[config.mk]
export PLATFORM = sky130hd
export DESIGN_NAME = three_axis_pid_attitude_loop_flat
export DESIGN_NICKNAME = d
export VERILOG_FILES = /design/src/pal_pkg.sv /design/src/pal_if.sv /design/src/three_axis_pid_attitude_loop.sv /design/src/pal_ctrl.sv /design/src/pal_datapath.sv /design/src/flat_wrapper.sv
export SDC_FILE = /design/constraint.sdc
export NUM_CORES = 2
export LEC_CHECK = 0
export BUFFER_PORTS_ARGS = -buffer_cell sky130_fd_sc_hd__buf_2
export CAP_MARGIN = 25
export CORE_ASPECT_RATIO = 0.9
export CORE_MARGIN = 5
export CORE_UTILIZATION = 45
export DETAILED_ROUTE_END_ITERATION = 7
export GPL_ROUTABILITY_DRIVEN = 1
export PLACE_DENSITY = 0.73
export SYNTH_ARGS = -nofsm -noshare
export SYNTH_HDL_FRONTEND = slang
export SYNTH_SLANG_ARGS = --single-unit
[constraint.sdc]
create_clock -name clk -period 9.18 [get_ports clk]
set_input_delay 0 -clock clk [delete_from_list [all_inputs] [get_ports clk]]
set_output_delay 0 -clock clk [all_outputs]
set_load 0.02 [all_outputs]
[src/pal_pkg.sv]
// Shared types, constants and codes of the three-axis PID attitude loop.
package pal_pkg;

  localparam int INTEGRATOR_WIDTH_DEF = 32;
  localparam int NUM_AXES             = 3;
  localparam int FIELD_W              = 16;
  localparam int GAINS_W              = 48;
  localparam int STEP_W               = 16;
  localparam int LIMIT_W              = 15;
  localparam int CFG_ADDR_W           = 3;
  localparam int CFG_DATA_W           = 48;
  localparam int MUL_A_W              = 17;
  localparam int MUL_B_W              = 33;
  localparam int PROD_W               = MUL_A_W + MUL_B_W;
  localparam int PROD_FRAC            = 27;
  localparam int TERM_FRAC            = 19;
  localparam int ACC_W                = 40;

  localparam logic [STEP_W-1:0]  STEP_TIME_RST = STEP_W'(655);
  localparam logic [LIMIT_W-1:0] LIMIT_RST     = LIMIT_W'(1024);

  typedef logic [1:0] axis_t;
  localparam axis_t AXIS_ROLL  = 2'd0;
  localparam axis_t AXIS_PITCH = 2'd1;
  localparam axis_t AXIS_YAW   = 2'd2;

  typedef enum logic [CFG_ADDR_W-1:0] {
    REG_ROLL_GAINS,
    REG_PITCH_GAINS,
    REG_YAW_GAINS,
    REG_STEP_TIME,
    REG_ROLL_LIMIT
  } reg_idx_t;

  typedef enum logic [2:0] {
    OP_NONE,
    OP_INC,
    OP_KP,
    OP_KD,
    OP_KILO,
    OP_KIHI,
    OP_FIN,
    OP_TORQ
  } op_t;

  typedef enum logic [1:0] {
    ST_IDLE,
    ST_RUN,
    ST_DRAIN,
    ST_DONE
  } state_t;

  typedef struct packed {
    logic  capture;
    op_t   op;
    axis_t axis;
    logic  load_out;
  } cmd_t;

  typedef struct packed {
    logic out_free;
  } sts_t;

  typedef struct packed {
    logic signed [FIELD_W-1:0] roll_target;
    logic signed [FIELD_W-1:0] pitch_target;
    logic signed [FIELD_W-1:0] yaw_target;
    logic signed [FIELD_W-1:0] roll_measured;
    logic signed [FIELD_W-1:0] pitch_measured;
    logic signed [FIELD_W-1:0] yaw_measured;
    logic signed [FIELD_W-1:0] roll_rate;
    logic signed [FIELD_W-1:0] pitch_rate;
    logic signed [FIELD_W-1:0] yaw_rate;
  } in_item_t;

  typedef struct packed {
    logic signed [FIELD_W-1:0] roll_torque;
    logic signed [FIELD_W-1:0] pitch_torque;
    logic signed [FIELD_W-1:0] yaw_torque;
    logic                      roll_clamped;
    logic signed [FIELD_W-1:0] roll_error;
    logic signed [FIELD_W-1:0] pitch_error;
    logic signed [FIELD_W-1:0] yaw_error;
  } out_item_t;

endpackage

[src/pal_if.sv]
// Channel interfaces of the attitude loop: input items, results and register writes.
interface pal_in_if;
  logic              valid;
  logic              ready;
  pal_pkg::in_item_t data;

  modport source (output valid, output data, input ready);
  modport sink (input valid, input data, output ready);
endinterface

interface pal_out_if;
  logic               valid;
  logic               ready;
  pal_pkg::out_item_t data;

  modport source (output valid, output data, input ready);
  modport sink (input valid, input data, output ready);
endinterface

interface pal_cfg_if;
  logic                              valid;
  logic                              ready;
  logic [pal_pkg::CFG_ADDR_W-1:0]    addr;
  logic [pal_pkg::CFG_DATA_W-1:0]    data;

  modport source (output valid, output addr, output data, input ready);
  modport sink (input valid, input addr, input data, output ready);
endinterface

[src/three_axis_pid_attitude_loop.sv]
// Top level of the three-axis PID attitude loop with integrator-reset anti-windup.
// One transfer on in_item carries a control tick: target angle, measured angle and
// measured rate for roll, pitch and yaw. One transfer on out_item returns the
// three torques, the roll clamp flag and the three angle errors for that tick.
// Gains, step time and the roll torque limit are written through cfg_wr, which
// is always ready; the user must see that writes are made while no tick is in
// flight, as the block does not enforce it. A tick is accepted only while the
// sequencer is idle. It then runs 21 slots on the one shared 17 x 33 bit
// multiplier (seven per axis: integrator step, kp, kd, two halves of ki, final
// sum, torque shaping), then a drain state and a state that loads the output
// register; no new tick is taken until that load is done.
// The output register parts the two sides: the next tick is accepted while the
// previous result still waits; if the receiver stalls longer than a tick takes,
// the finished tick holds until the output register frees up.
// Synchronous reset clears the integrators and the saturation flag, zeroes the
// gains, and sets the step time to 655 and the roll limit to 1024.
module three_axis_pid_attitude_loop #(
  parameter int INTEGRATOR_WIDTH = pal_pkg::INTEGRATOR_WIDTH_DEF
) (
  input  logic       clk,
  input  logic       rst_n,
  pal_in_if.sink     in_item,
  pal_out_if.source  out_item,
  pal_cfg_if.sink    cfg_wr
);
  import pal_pkg::*;

  cmd_t cmd;
  sts_t sts;
  logic in_ready;

  assign in_item.ready = in_ready;
  assign cfg_wr.ready  = 1'b1;

  pal_ctrl u_ctrl (
    .clk      (clk),
    .rst_n    (rst_n),
    .in_valid (in_item.valid),
    .in_ready (in_ready),
    .sts      (sts),
    .cmd      (cmd)
  );

  pal_datapath #(
    .INTEGRATOR_WIDTH (INTEGRATOR_WIDTH)
  ) u_datapath (
    .clk       (clk),
    .rst_n     (rst_n),
    .cmd       (cmd),
    .sts       (sts),
    .in_data   (in_item.data),
    .cfg_valid (cfg_wr.valid),
    .cfg_addr  (cfg_wr.addr),
    .cfg_data  (cfg_wr.data),
    .out_ready (out_item.ready),
    .out_valid (out_item.valid),
    .out_data  (out_item.data)
  );

endmodule

[src/pal_ctrl.sv]
// Sequencer that steps the shared multiplier through the seven slots of each axis.
module pal_ctrl (
  input  logic          clk,
  input  logic          rst_n,
  input  logic          in_valid,
  output logic          in_ready,
  input  pal_pkg::sts_t sts,
  output pal_pkg::cmd_t cmd
);
  import pal_pkg::*;

  state_t state_r, state_nxt;
  op_t    op_r, op_nxt;
  axis_t  axis_r, axis_nxt;

  always_ff @(posedge clk) begin
    if (!rst_n) begin
      state_r <= ST_IDLE;
      op_r    <= OP_NONE;
      axis_r  <= AXIS_ROLL;
    end else begin
      state_r <= state_nxt;
      op_r    <= op_nxt;
      axis_r  <= axis_nxt;
    end
  end

  always_comb begin
    state_nxt    = state_r;
    op_nxt       = op_r;
    axis_nxt     = axis_r;
    in_ready     = 1'b0;
    cmd.capture  = 1'b0;
    cmd.op       = OP_NONE;
    cmd.axis     = axis_r;
    cmd.load_out = 1'b0;
    unique case (state_r)
      ST_IDLE: begin
        in_ready = 1'b1;
        if (in_valid) begin
          cmd.capture = 1'b1;
          state_nxt   = ST_RUN;
          op_nxt      = OP_INC;
          axis_nxt    = AXIS_ROLL;
        end
      end
      ST_RUN: begin
        cmd.op = op_r;
        unique case (op_r)
          OP_INC:  op_nxt = OP_KP;
          OP_KP:   op_nxt = OP_KD;
          OP_KD:   op_nxt = OP_KILO;
          OP_KILO: op_nxt = OP_KIHI;
          OP_KIHI: op_nxt = OP_FIN;
          OP_FIN:  op_nxt = OP_TORQ;
          OP_TORQ: begin
            op_nxt = OP_INC;
            if (axis_r == AXIS_YAW) begin
              state_nxt = ST_DRAIN;
            end else begin
              axis_nxt = axis_t'(axis_r + 2'd1);
            end
          end
          default: op_nxt = OP_INC;
        endcase
      end
      ST_DRAIN: begin
        state_nxt = ST_DONE;
      end
      ST_DONE: begin
        if (sts.out_free) begin
          cmd.load_out = 1'b1;
          state_nxt    = ST_IDLE;
        end
      end
      default: state_nxt = ST_IDLE;
    endcase
  end

endmodule

[src/pal_datapath.sv]
// Datapath: registers, error forming, shared multiplier, integrators and torque shaping.
module pal_datapath #(
  parameter int INTEGRATOR_WIDTH = pal_pkg::INTEGRATOR_WIDTH_DEF
) (
  input  logic                             clk,
  input  logic                             rst_n,
  input  pal_pkg::cmd_t                    cmd,
  output pal_pkg::sts_t                    sts,
  input  pal_pkg::in_item_t                in_data,
  input  logic                             cfg_valid,
  input  logic [pal_pkg::CFG_ADDR_W-1:0]   cfg_addr,
  input  logic [pal_pkg::CFG_DATA_W-1:0]   cfg_data,
  input  logic                             out_ready,
  output logic                             out_valid,
  output pal_pkg::out_item_t               out_data
);
  import pal_pkg::*;

  localparam int IW   = INTEGRATOR_WIDTH;
  localparam int IF   = IW - 8;
  localparam int RSH  = (IF < PROD_FRAC) ? PROD_FRAC - IF : 0;
  localparam int LSH  = (IF >= PROD_FRAC) ? IF - PROD_FRAC : 0;
  localparam int KIW  = IW + MUL_A_W;
  localparam int KSH  = IW - TERM_FRAC;

  localparam logic signed [KIW-1:0]   KiHalf    = KIW'(1) << (KSH - 1);
  localparam logic signed [ACC_W-1:0] TorqHalf  = ACC_W'(128);
  localparam logic signed [ACC_W-1:0] SatHi     = ACC_W'(32767);
  localparam logic signed [ACC_W-1:0] SatLo     = -ACC_W'(32768);

  logic [GAINS_W-1:0]        gains_r [NUM_AXES];
  logic [STEP_W-1:0]         step_time_r;
  logic [LIMIT_W-1:0]        limit_r;

  logic signed [FIELD_W-1:0] err_r  [NUM_AXES];
  logic signed [FIELD_W-1:0] derr_r [NUM_AXES];
  logic signed [FIELD_W-1:0] err_nxt  [NUM_AXES];
  logic signed [FIELD_W-1:0] derr_nxt [NUM_AXES];
  logic signed [IW-1:0]      integ_r [NUM_AXES];
  logic                      sat_r;
  logic                      clear_r;

  op_t                       op_d_r;
  axis_t                     ax_d_r;
  logic signed [PROD_W-1:0]  p_r;
  logic signed [ACC_W-1:0]   acc_r;
  logic signed [ACC_W-1:0]   sum_r;
  logic signed [KIW-1:0]     kiacc_r;
  logic signed [KIW-1:0]     kifull_r;
  logic signed [FIELD_W-1:0] torq_r [NUM_AXES];
  logic                      clamp_r;

  logic                      out_valid_r;
  out_item_t                 out_r;

  logic [GAINS_W-1:0]        gsel;
  logic signed [FIELD_W-1:0] esel;
  logic signed [FIELD_W-1:0] dsel;
  logic signed [IW-1:0]      isel;
  logic signed [MUL_A_W-1:0] mul_a;
  logic signed [MUL_B_W-1:0] mul_b;

  logic signed [IW-1:0]      inc;
  logic signed [IW:0]        isum;
  logic signed [IW-1:0]      integ_new;
  logic signed [KIW-1:0]     kiround;
  logic signed [ACC_W-1:0]   tq;
  logic signed [FIELD_W-1:0] tq16;
  logic                      clamp_now;
  logic signed [ACC_W-1:0]   limx;

  logic signed [FIELD_W-1:0] tgt  [NUM_AXES];
  logic signed [FIELD_W-1:0] meas [NUM_AXES];
  logic signed [FIELD_W-1:0] rate [NUM_AXES];
  logic signed [FIELD_W:0]   diff [NUM_AXES];

  always_ff @(posedge clk) begin
    if (!rst_n) begin
      gains_r[AXIS_ROLL]  <= '0;
      gains_r[AXIS_PITCH] <= '0;
      gains_r[AXIS_YAW]   <= '0;
      step_time_r         <= STEP_TIME_RST;
      limit_r             <= LIMIT_RST;
    end else if (cfg_valid) begin
      unique case (cfg_addr)
        REG_ROLL_GAINS:  gains_r[AXIS_ROLL]  <= cfg_data[GAINS_W-1:0];
        REG_PITCH_GAINS: gains_r[AXIS_PITCH] <= cfg_data[GAINS_W-1:0];
        REG_YAW_GAINS:   gains_r[AXIS_YAW]   <= cfg_data[GAINS_W-1:0];
        REG_STEP_TIME:   step_time_r         <= cfg_data[STEP_W-1:0];
        REG_ROLL_LIMIT:  limit_r             <= cfg_data[LIMIT_W-1:0];
        default: ;
      endcase
    end
  end

  always_comb begin
    tgt[AXIS_ROLL]   = in_data.roll_target;
    tgt[AXIS_PITCH]  = in_data.pitch_target;
    tgt[AXIS_YAW]    = in_data.yaw_target;
    meas[AXIS_ROLL]  = in_data.roll_measured;
    meas[AXIS_PITCH] = in_data.pitch_measured;
    meas[AXIS_YAW]   = in_data.yaw_measured;
    rate[AXIS_ROLL]  = in_data.roll_rate;
    rate[AXIS_PITCH] = in_data.pitch_rate;
    rate[AXIS_YAW]   = in_data.yaw_rate;
    for (int a = 0; a < NUM_AXES; a++) begin
      diff[a] = (FIELD_W + 1)'(tgt[a]) - (FIELD_W + 1)'(meas[a]);
      if (diff[a][FIELD_W] != diff[a][FIELD_W-1]) begin
        err_nxt[a] = diff[a][FIELD_W] ? 16'sh8000 : 16'sh7fff;
      end else begin
        err_nxt[a] = diff[a][FIELD_W-1:0];
      end
      if (rate[a] == 16'sh8000) begin
        derr_nxt[a] = 16'sh7fff;
      end else begin
        derr_nxt[a] = -rate[a];
      end
    end
  end

  always_ff @(posedge clk) begin
    if (cmd.capture) begin
      err_r   <= err_nxt;
      derr_r  <= derr_nxt;
      clear_r <= sat_r;
    end
  end

  // The axis stays put for all seven slots, so the entry chosen at issue is
  // also the one the consume stage updates.
  always_comb begin
    gsel  = gains_r[cmd.axis];
    esel  = err_r[cmd.axis];
    dsel  = derr_r[cmd.axis];
    isel  = integ_r[cmd.axis];
    mul_a = '0;
    mul_b = '0;
    case (cmd.op)
      OP_INC: begin
        mul_a = $signed({1'b0, step_time_r});
        mul_b = MUL_B_W'(esel);
      end
      OP_KP: begin
        mul_a = $signed({1'b0, gsel[47:32]});
        mul_b = MUL_B_W'(esel);
      end
      OP_KD: begin
        mul_a = $signed({1'b0, gsel[15:0]});
        mul_b = MUL_B_W'(dsel);
      end
      OP_KILO: begin
        mul_a = $signed({1'b0, gsel[31:16]});
        mul_b = $signed({{(MUL_B_W - 16){1'b0}}, isel[15:0]});
      end
      OP_KIHI: begin
        mul_a = $signed({1'b0, gsel[31:16]});
        mul_b = MUL_B_W'($signed(isel[IW-1:16]));
      end
      default: begin
        mul_a = '0;
        mul_b = '0;
      end
    endcase
  end

  always_ff @(posedge clk) begin
    if (!rst_n) begin
      op_d_r <= OP_NONE;
    end else begin
      op_d_r <= cmd.op;
    end
    ax_d_r <= cmd.axis;
    p_r    <= mul_a * mul_b;
  end

  if (IF < PROD_FRAC) begin : g_inc_round
    localparam logic signed [PROD_W-1:0] IncHalf = PROD_W'(1) << (RSH - 1);
    logic signed [PROD_W-1:0] inc_full;
    assign inc_full = (p_r + IncHalf) >>> RSH;
    assign inc      = IW'(inc_full);
  end else begin : g_inc_shift
    logic signed [PROD_W-1:0] inc_full;
    assign inc_full = p_r <<< LSH;
    assign inc      = IW'(inc_full);
  end

  always_comb begin
    isum = (IW + 1)'(isel) + (IW + 1)'(inc);
    if (isum[IW] != isum[IW-1]) begin
      integ_new = isum[IW] ? {1'b1, {(IW - 1){1'b0}}} : {1'b0, {(IW - 1){1'b1}}};
    end else begin
      integ_new = isum[IW-1:0];
    end
    kiround = (kifull_r + KiHalf) >>> KSH;
    tq      = (sum_r + TorqHalf) >>> 8;
    limx    = ACC_W'($signed({1'b0, limit_r}));
    clamp_now = 1'b0;
    if (ax_d_r == AXIS_ROLL) begin
      if (tq > limx) begin
        tq16      = limx[FIELD_W-1:0];
        clamp_now = 1'b1;
      end else if (tq < -limx) begin
        tq16      = FIELD_W'(-limx);
        clamp_now = 1'b1;
      end else begin
        tq16 = tq[FIELD_W-1:0];
      end
    end else if (tq > SatHi) begin
      tq16 = 16'sh7fff;
    end else if (tq < SatLo) begin
      tq16 = 16'sh8000;
    end else begin
      tq16 = tq[FIELD_W-1:0];
    end
  end

  always_ff @(posedge clk) begin
    if (!rst_n) begin
      integ_r[AXIS_ROLL]  <= '0;
      integ_r[AXIS_PITCH] <= '0;
      integ_r[AXIS_YAW]   <= '0;
      sat_r               <= 1'b0;
    end else begin
      if (op_d_r == OP_INC) begin
        integ_r[ax_d_r] <= clear_r ? '0 : integ_new;
      end
      if (op_d_r == OP_TORQ && ax_d_r == AXIS_ROLL) begin
        sat_r <= clamp_now;
      end
    end
  end

  always_ff @(posedge clk) begin
    case (op_d_r)
      OP_KP:   acc_r    <= ACC_W'(p_r);
      OP_KD:   acc_r    <= acc_r + ACC_W'(p_r);
      OP_KILO: kiacc_r  <= KIW'(p_r);
      OP_KIHI: kifull_r <= kiacc_r + (KIW'(p_r) <<< 16);
      OP_FIN:  sum_r    <= acc_r + ACC_W'(kiround);
      OP_TORQ: begin
        torq_r[ax_d_r] <= tq16;
        if (ax_d_r == AXIS_ROLL) begin
          clamp_r <= clamp_now;
        end
      end
      default: ;
    endcase
  end

  always_ff @(posedge clk) begin
    if (!rst_n) begin
      out_valid_r <= 1'b0;
    end else if (cmd.load_out) begin
      out_valid_r <= 1'b1;
    end else if (out_ready) begin
      out_valid_r <= 1'b0;
    end
  end

  always_ff @(posedge clk) begin
    if (cmd.load_out) begin
      out_r.roll_torque  <= torq_r[AXIS_ROLL];
      out_r.pitch_torque <= torq_r[AXIS_PITCH];
      out_r.yaw_torque   <= torq_r[AXIS_YAW];
      out_r.roll_clamped <= clamp_r;
      out_r.roll_error   <= err_r[AXIS_ROLL];
      out_r.pitch_error  <= err_r[AXIS_PITCH];
      out_r.yaw_error    <= err_r[AXIS_YAW];
    end
  end

  assign sts.out_free = !out_valid_r || out_ready;
  assign out_valid    = out_valid_r;
  assign out_data     = out_r;

endmodule
[src/flat_wrapper.sv]
// flat-port wrapper written by rule: the top's interface ports become plain ports
module three_axis_pid_attitude_loop_flat import pal_pkg::*;
#(
  parameter int INTEGRATOR_WIDTH = pal_pkg::INTEGRATOR_WIDTH_DEF
)
  (clk, rst_n, in_item_valid, in_item_data, in_item_ready, out_item_valid, out_item_data, out_item_ready, cfg_wr_valid, cfg_wr_addr, cfg_wr_data, cfg_wr_ready);
  pal_in_if in_item_i ();
  pal_out_if out_item_i ();
  pal_cfg_if cfg_wr_i ();
  input  logic clk;
  input  logic rst_n;
  input wire logic [$bits(in_item_i.valid)-1:0] in_item_valid;
  input wire logic [$bits(in_item_i.data)-1:0] in_item_data;
  output wire logic [$bits(in_item_i.ready)-1:0] in_item_ready;
  output wire logic [$bits(out_item_i.valid)-1:0] out_item_valid;
  output wire logic [$bits(out_item_i.data)-1:0] out_item_data;
  input wire logic [$bits(out_item_i.ready)-1:0] out_item_ready;
  input wire logic [$bits(cfg_wr_i.valid)-1:0] cfg_wr_valid;
  input wire logic [$bits(cfg_wr_i.addr)-1:0] cfg_wr_addr;
  input wire logic [$bits(cfg_wr_i.data)-1:0] cfg_wr_data;
  output wire logic [$bits(cfg_wr_i.ready)-1:0] cfg_wr_ready;
  assign in_item_i.valid = in_item_valid;
  assign in_item_i.data = in_item_data;
  assign in_item_ready = in_item_i.ready;
  assign out_item_valid = out_item_i.valid;
  assign out_item_data = out_item_i.data;
  assign out_item_i.ready = out_item_ready;
  assign cfg_wr_i.valid = cfg_wr_valid;
  assign cfg_wr_i.addr = cfg_wr_addr;
  assign cfg_wr_i.data = cfg_wr_data;
  assign cfg_wr_ready = cfg_wr_i.ready;
  three_axis_pid_attitude_loop #(.INTEGRATOR_WIDTH(INTEGRATOR_WIDTH)) u_core (.clk(clk), .rst_n(rst_n), .in_item(in_item_i), .out_item(out_item_i), .cfg_wr(cfg_wr_i));
endmodule
==> results.md <==
- Initial Utilization: approximately 45%
- Antenna viol nets, final: 0
- Most common cell after layout, fill and taps aside: edfxtp_1
- Congestion Overflow GR: 0
- Number of placed cells counting well taps: 6850
- Compound-Gate Fraction of Synth Area: between 10 and 15%
- Final Wtd Congestion: 0.972
- Total Routing Usage GR: 23.2%
- Simple-gate portion of the synthesized area: 13.9%
- Critical path class: flip-flop to flip-flop
- Die width: between 300 and 400 um
- CP Launch Type: flip-flop
- Post-synthesis xor/xnor area fraction: 5.76%
- Pre-antenna DRT Iters: 8
- CTS tree: built
- VDD IR max: approximately 0.00017 V
- Vias per std cell: 5.59
- Critical-path top delay cell: fa_1
- Part of the cycle the worst path needs: about 93%
- CTS root buffer: clkbuf_16
- Highest metal used: met5
- Fmax achieved: 117 MHz
- DIE AREA: 0.124 mm2
- Max-slew violations: 0
- Outcome: complete, no violations
- Largest net degree at the start of global routing: 82
- Synthesized net count: 5906
- DR WL/cell: a little over 20 um
- Post-Syn Instances: 5065
- Synth warn: 0
- Core ar.: 0.115 mm2
- Synth unique cells: 87
- Routed wire length: 146000 um
- Fin crit period: about 8.5 ns
- First-pass GRT wire length: approximately 230000 um
- Max_slew headroom: 31.1%
- Setup bufs post-CTS: 0
- Final Net Count: approximately 6400
- Arr. time, crit path: roughly 9 ns
- Vias in the first global route: 40500
- Pwr/cell area: 178 mW/mm2
- Clock Latency Late Sink: around 0.65 ns
- Number of enable-type register cells in the synthesized netlist: 662
- Initial antenna violation count: 3
- Post-synthesis mux area share: 3.24%
- Worst EP required: between 9 and 10 ns
- Synthesized cell area: about 0.052 mm2
- H-tree depth: 3
- Longest Clk Path Bufs: 3
- RSZ-0062 raised after global routing: no
- Max stage delay on crit path: 0.73 ns
- Main synth FF type: edfxtp_1
- Max Clock Skew: 0.0777 ns
- Row cnt: about 120
- Hold WC Path Type: input pin to flip-flop
- Core Util, Final: 52.8%
- Static Leakage: 0.0259 uW
- Syn-to-layout area delta: 16.2%
- DR WL met2: approximately 67000 um
- Layout cell share with drive strength beyond 1: between 10% and 20%
- Chip Height: 334 um
- Synth Register Bits: ~760
- Via Count: 40200
- CTS Sinks: 758
- Post-synth ARST share: 0%
- Antenna cells: 0
- TritonCTS Buffers: 76
- Violation count after the first detailed-routing iteration: 3916
- DRC Markers: 0
- TNS Setup: 0 ns
- Worst-path fanout max: 14
- Slew @ Worst Pin: about 1.0 ns
- Largest family of logic cells by synthesized area: adder cells
- Synth Area per Inst: 10.4 um2
- Top cell by count, worst path: fa_1
- Post-Synth Adder-Cell Area: approximately 19%
- MaxCap Viol Count: 0
- Met1 Routed Length: ~60000 um
- CTS clock-pin slew for the worst setup and hold paths: 0.07 ns
- Hold Fails Final Rpt: 0
- Post-synthesis sequential area ratio: approximately two fifths
- Final Non-Filler Cells: 7205
- I/O Buffers: roughly 300
- Placed wire-length estimate: 110000 um
- Final setup vio count: 0
- Most frequent cells in the layout: edfxtp_1 (662), inv_1 (533), nor2_1 (501), nand2_1 (437), ha_1 (367)
- WL met3: 13600 um
- Critical path capture point type: flip-flop
- IO Pins: 300
==> through the flow <==
step	cell area (um2)	hold WS [ns]	power (uW)	setup slack, ns
2_1_floorplan	52500	0.124	6460	0.521
3_3_place_gp	56100	0.268	7460	0.538
3_5_place_dp	56100	0.294	7520	0.383
4_1_cts	60900	0.00414	10800	0.284
5_1_grt	61000	0.0511	11300	0.105
6_report	61000	0.0238	10900	0.655
==> report_power, final <==
group          total [uW]  switching (uW)  internal, uW
clock network        3260            1380          1880
registers            4490             287          4200
logic                3120            1980          1140
==> routing by layer <==
layer  vias to the layer above  GRT usage [%]
met5                         -              0
met4                         2           8.37
met3                       346           5.20
met2                      1802           38.2
met1                     19400           30.2
li1                      18700              -
==> cell families (layout without fill, tap and decap cells) <==
| kind of cell | Yosys count | count (layout) |
|---|---|---|
| other | 1 | 1 |
| muxes | 129 | 129 |
| DFF | 758 | 758 |
| buffers and inverters | 696 | 1276 |
| adders and majority gates | 646 | 646 |
| xor gates and xnor gates | 345 | 345 |
| and+or+nand+nor | 1564 | 1564 |
| AOI/OAI and AO/OA | 926 | 926 |
==> worst max-delay path: cells and delay by family (launching register included) <==
kind	cells	cell delay (ns)
AOI/OAI and AO/OA	7	1.37
buffers and inverters	6	0.84
adders and majority gates	8	3.99
and+or+nand+nor	7	1.83
DFF	1	0.33
==> worst paths after layout <==
check                                                from  cells after the start  slack (ns)                            end
worst min register to register  u_core.u_datapath.p_r[46]                      0        0.36  u_core.u_datapath.kiacc_r[46]
worst max-delay path             u_core.u_ctrl.state_r[1]                     28        0.65      u_core.u_datapath.p_r[43]
worst min-delay path                     in_item_data[85]                      5        0.02    u_core.u_datapath.err_r[37]
worst max register to register   u_core.u_ctrl.state_r[1]                     28        0.65      u_core.u_datapath.p_r[43]
==> synth_stat cells (96+ instances only) <==
master      n  area [um2]
xor2_1    124        1090
dfxtp_1    96        1920
inv_1     533        2000
nand2_1   441        1660
xnor2_1   221        1940
fa_1      273        5470
a21o_1    115         863
clkbuf_1  122         458
nand3_1   110         551
a21oi_1   310        1550
nor2_1    502        1880
ha_1      368        4600
o21ai_0   182         911
edfxtp_1  662       19900
==> flip-flops by register name (all words and copies together), names as in the netlist, 40 cells and up, named ones only <==
signal	count
u_core.u_datapath.derr_r	48
u_core.u_datapath.torq_r	48
u_core.u_datapath.gains_r	144
u_core.u_datapath.p_r	49
u_core.u_datapath.acc_r	40
u_core.u_datapath.integ_r	128
out_item_data	48
u_core.u_datapath.out_data	49
u_core.u_datapath.err_r	48
==> final cells by class <==
type	instances	area (um2)
sequential	758	21800
clock inverter	36	392
timing repair buffer	603	4370
tap	1560	1950
multi-input combinational	3611	28200
clock buffer	103	2270
fill	9856	54500
inverter	534	2000
==> timing repair <==
| item | 4_1_cts | 5_1_grt |
|---|---|---|
| resized for setup | 0 | 6 |
| hold buffers | 214 | 0 |
| hold endpoints to repair | 290 | 0 |
| endpoints found under the setup margin | 0 | 14 |
Note: power is estimated with default switching activity, not from simulation.
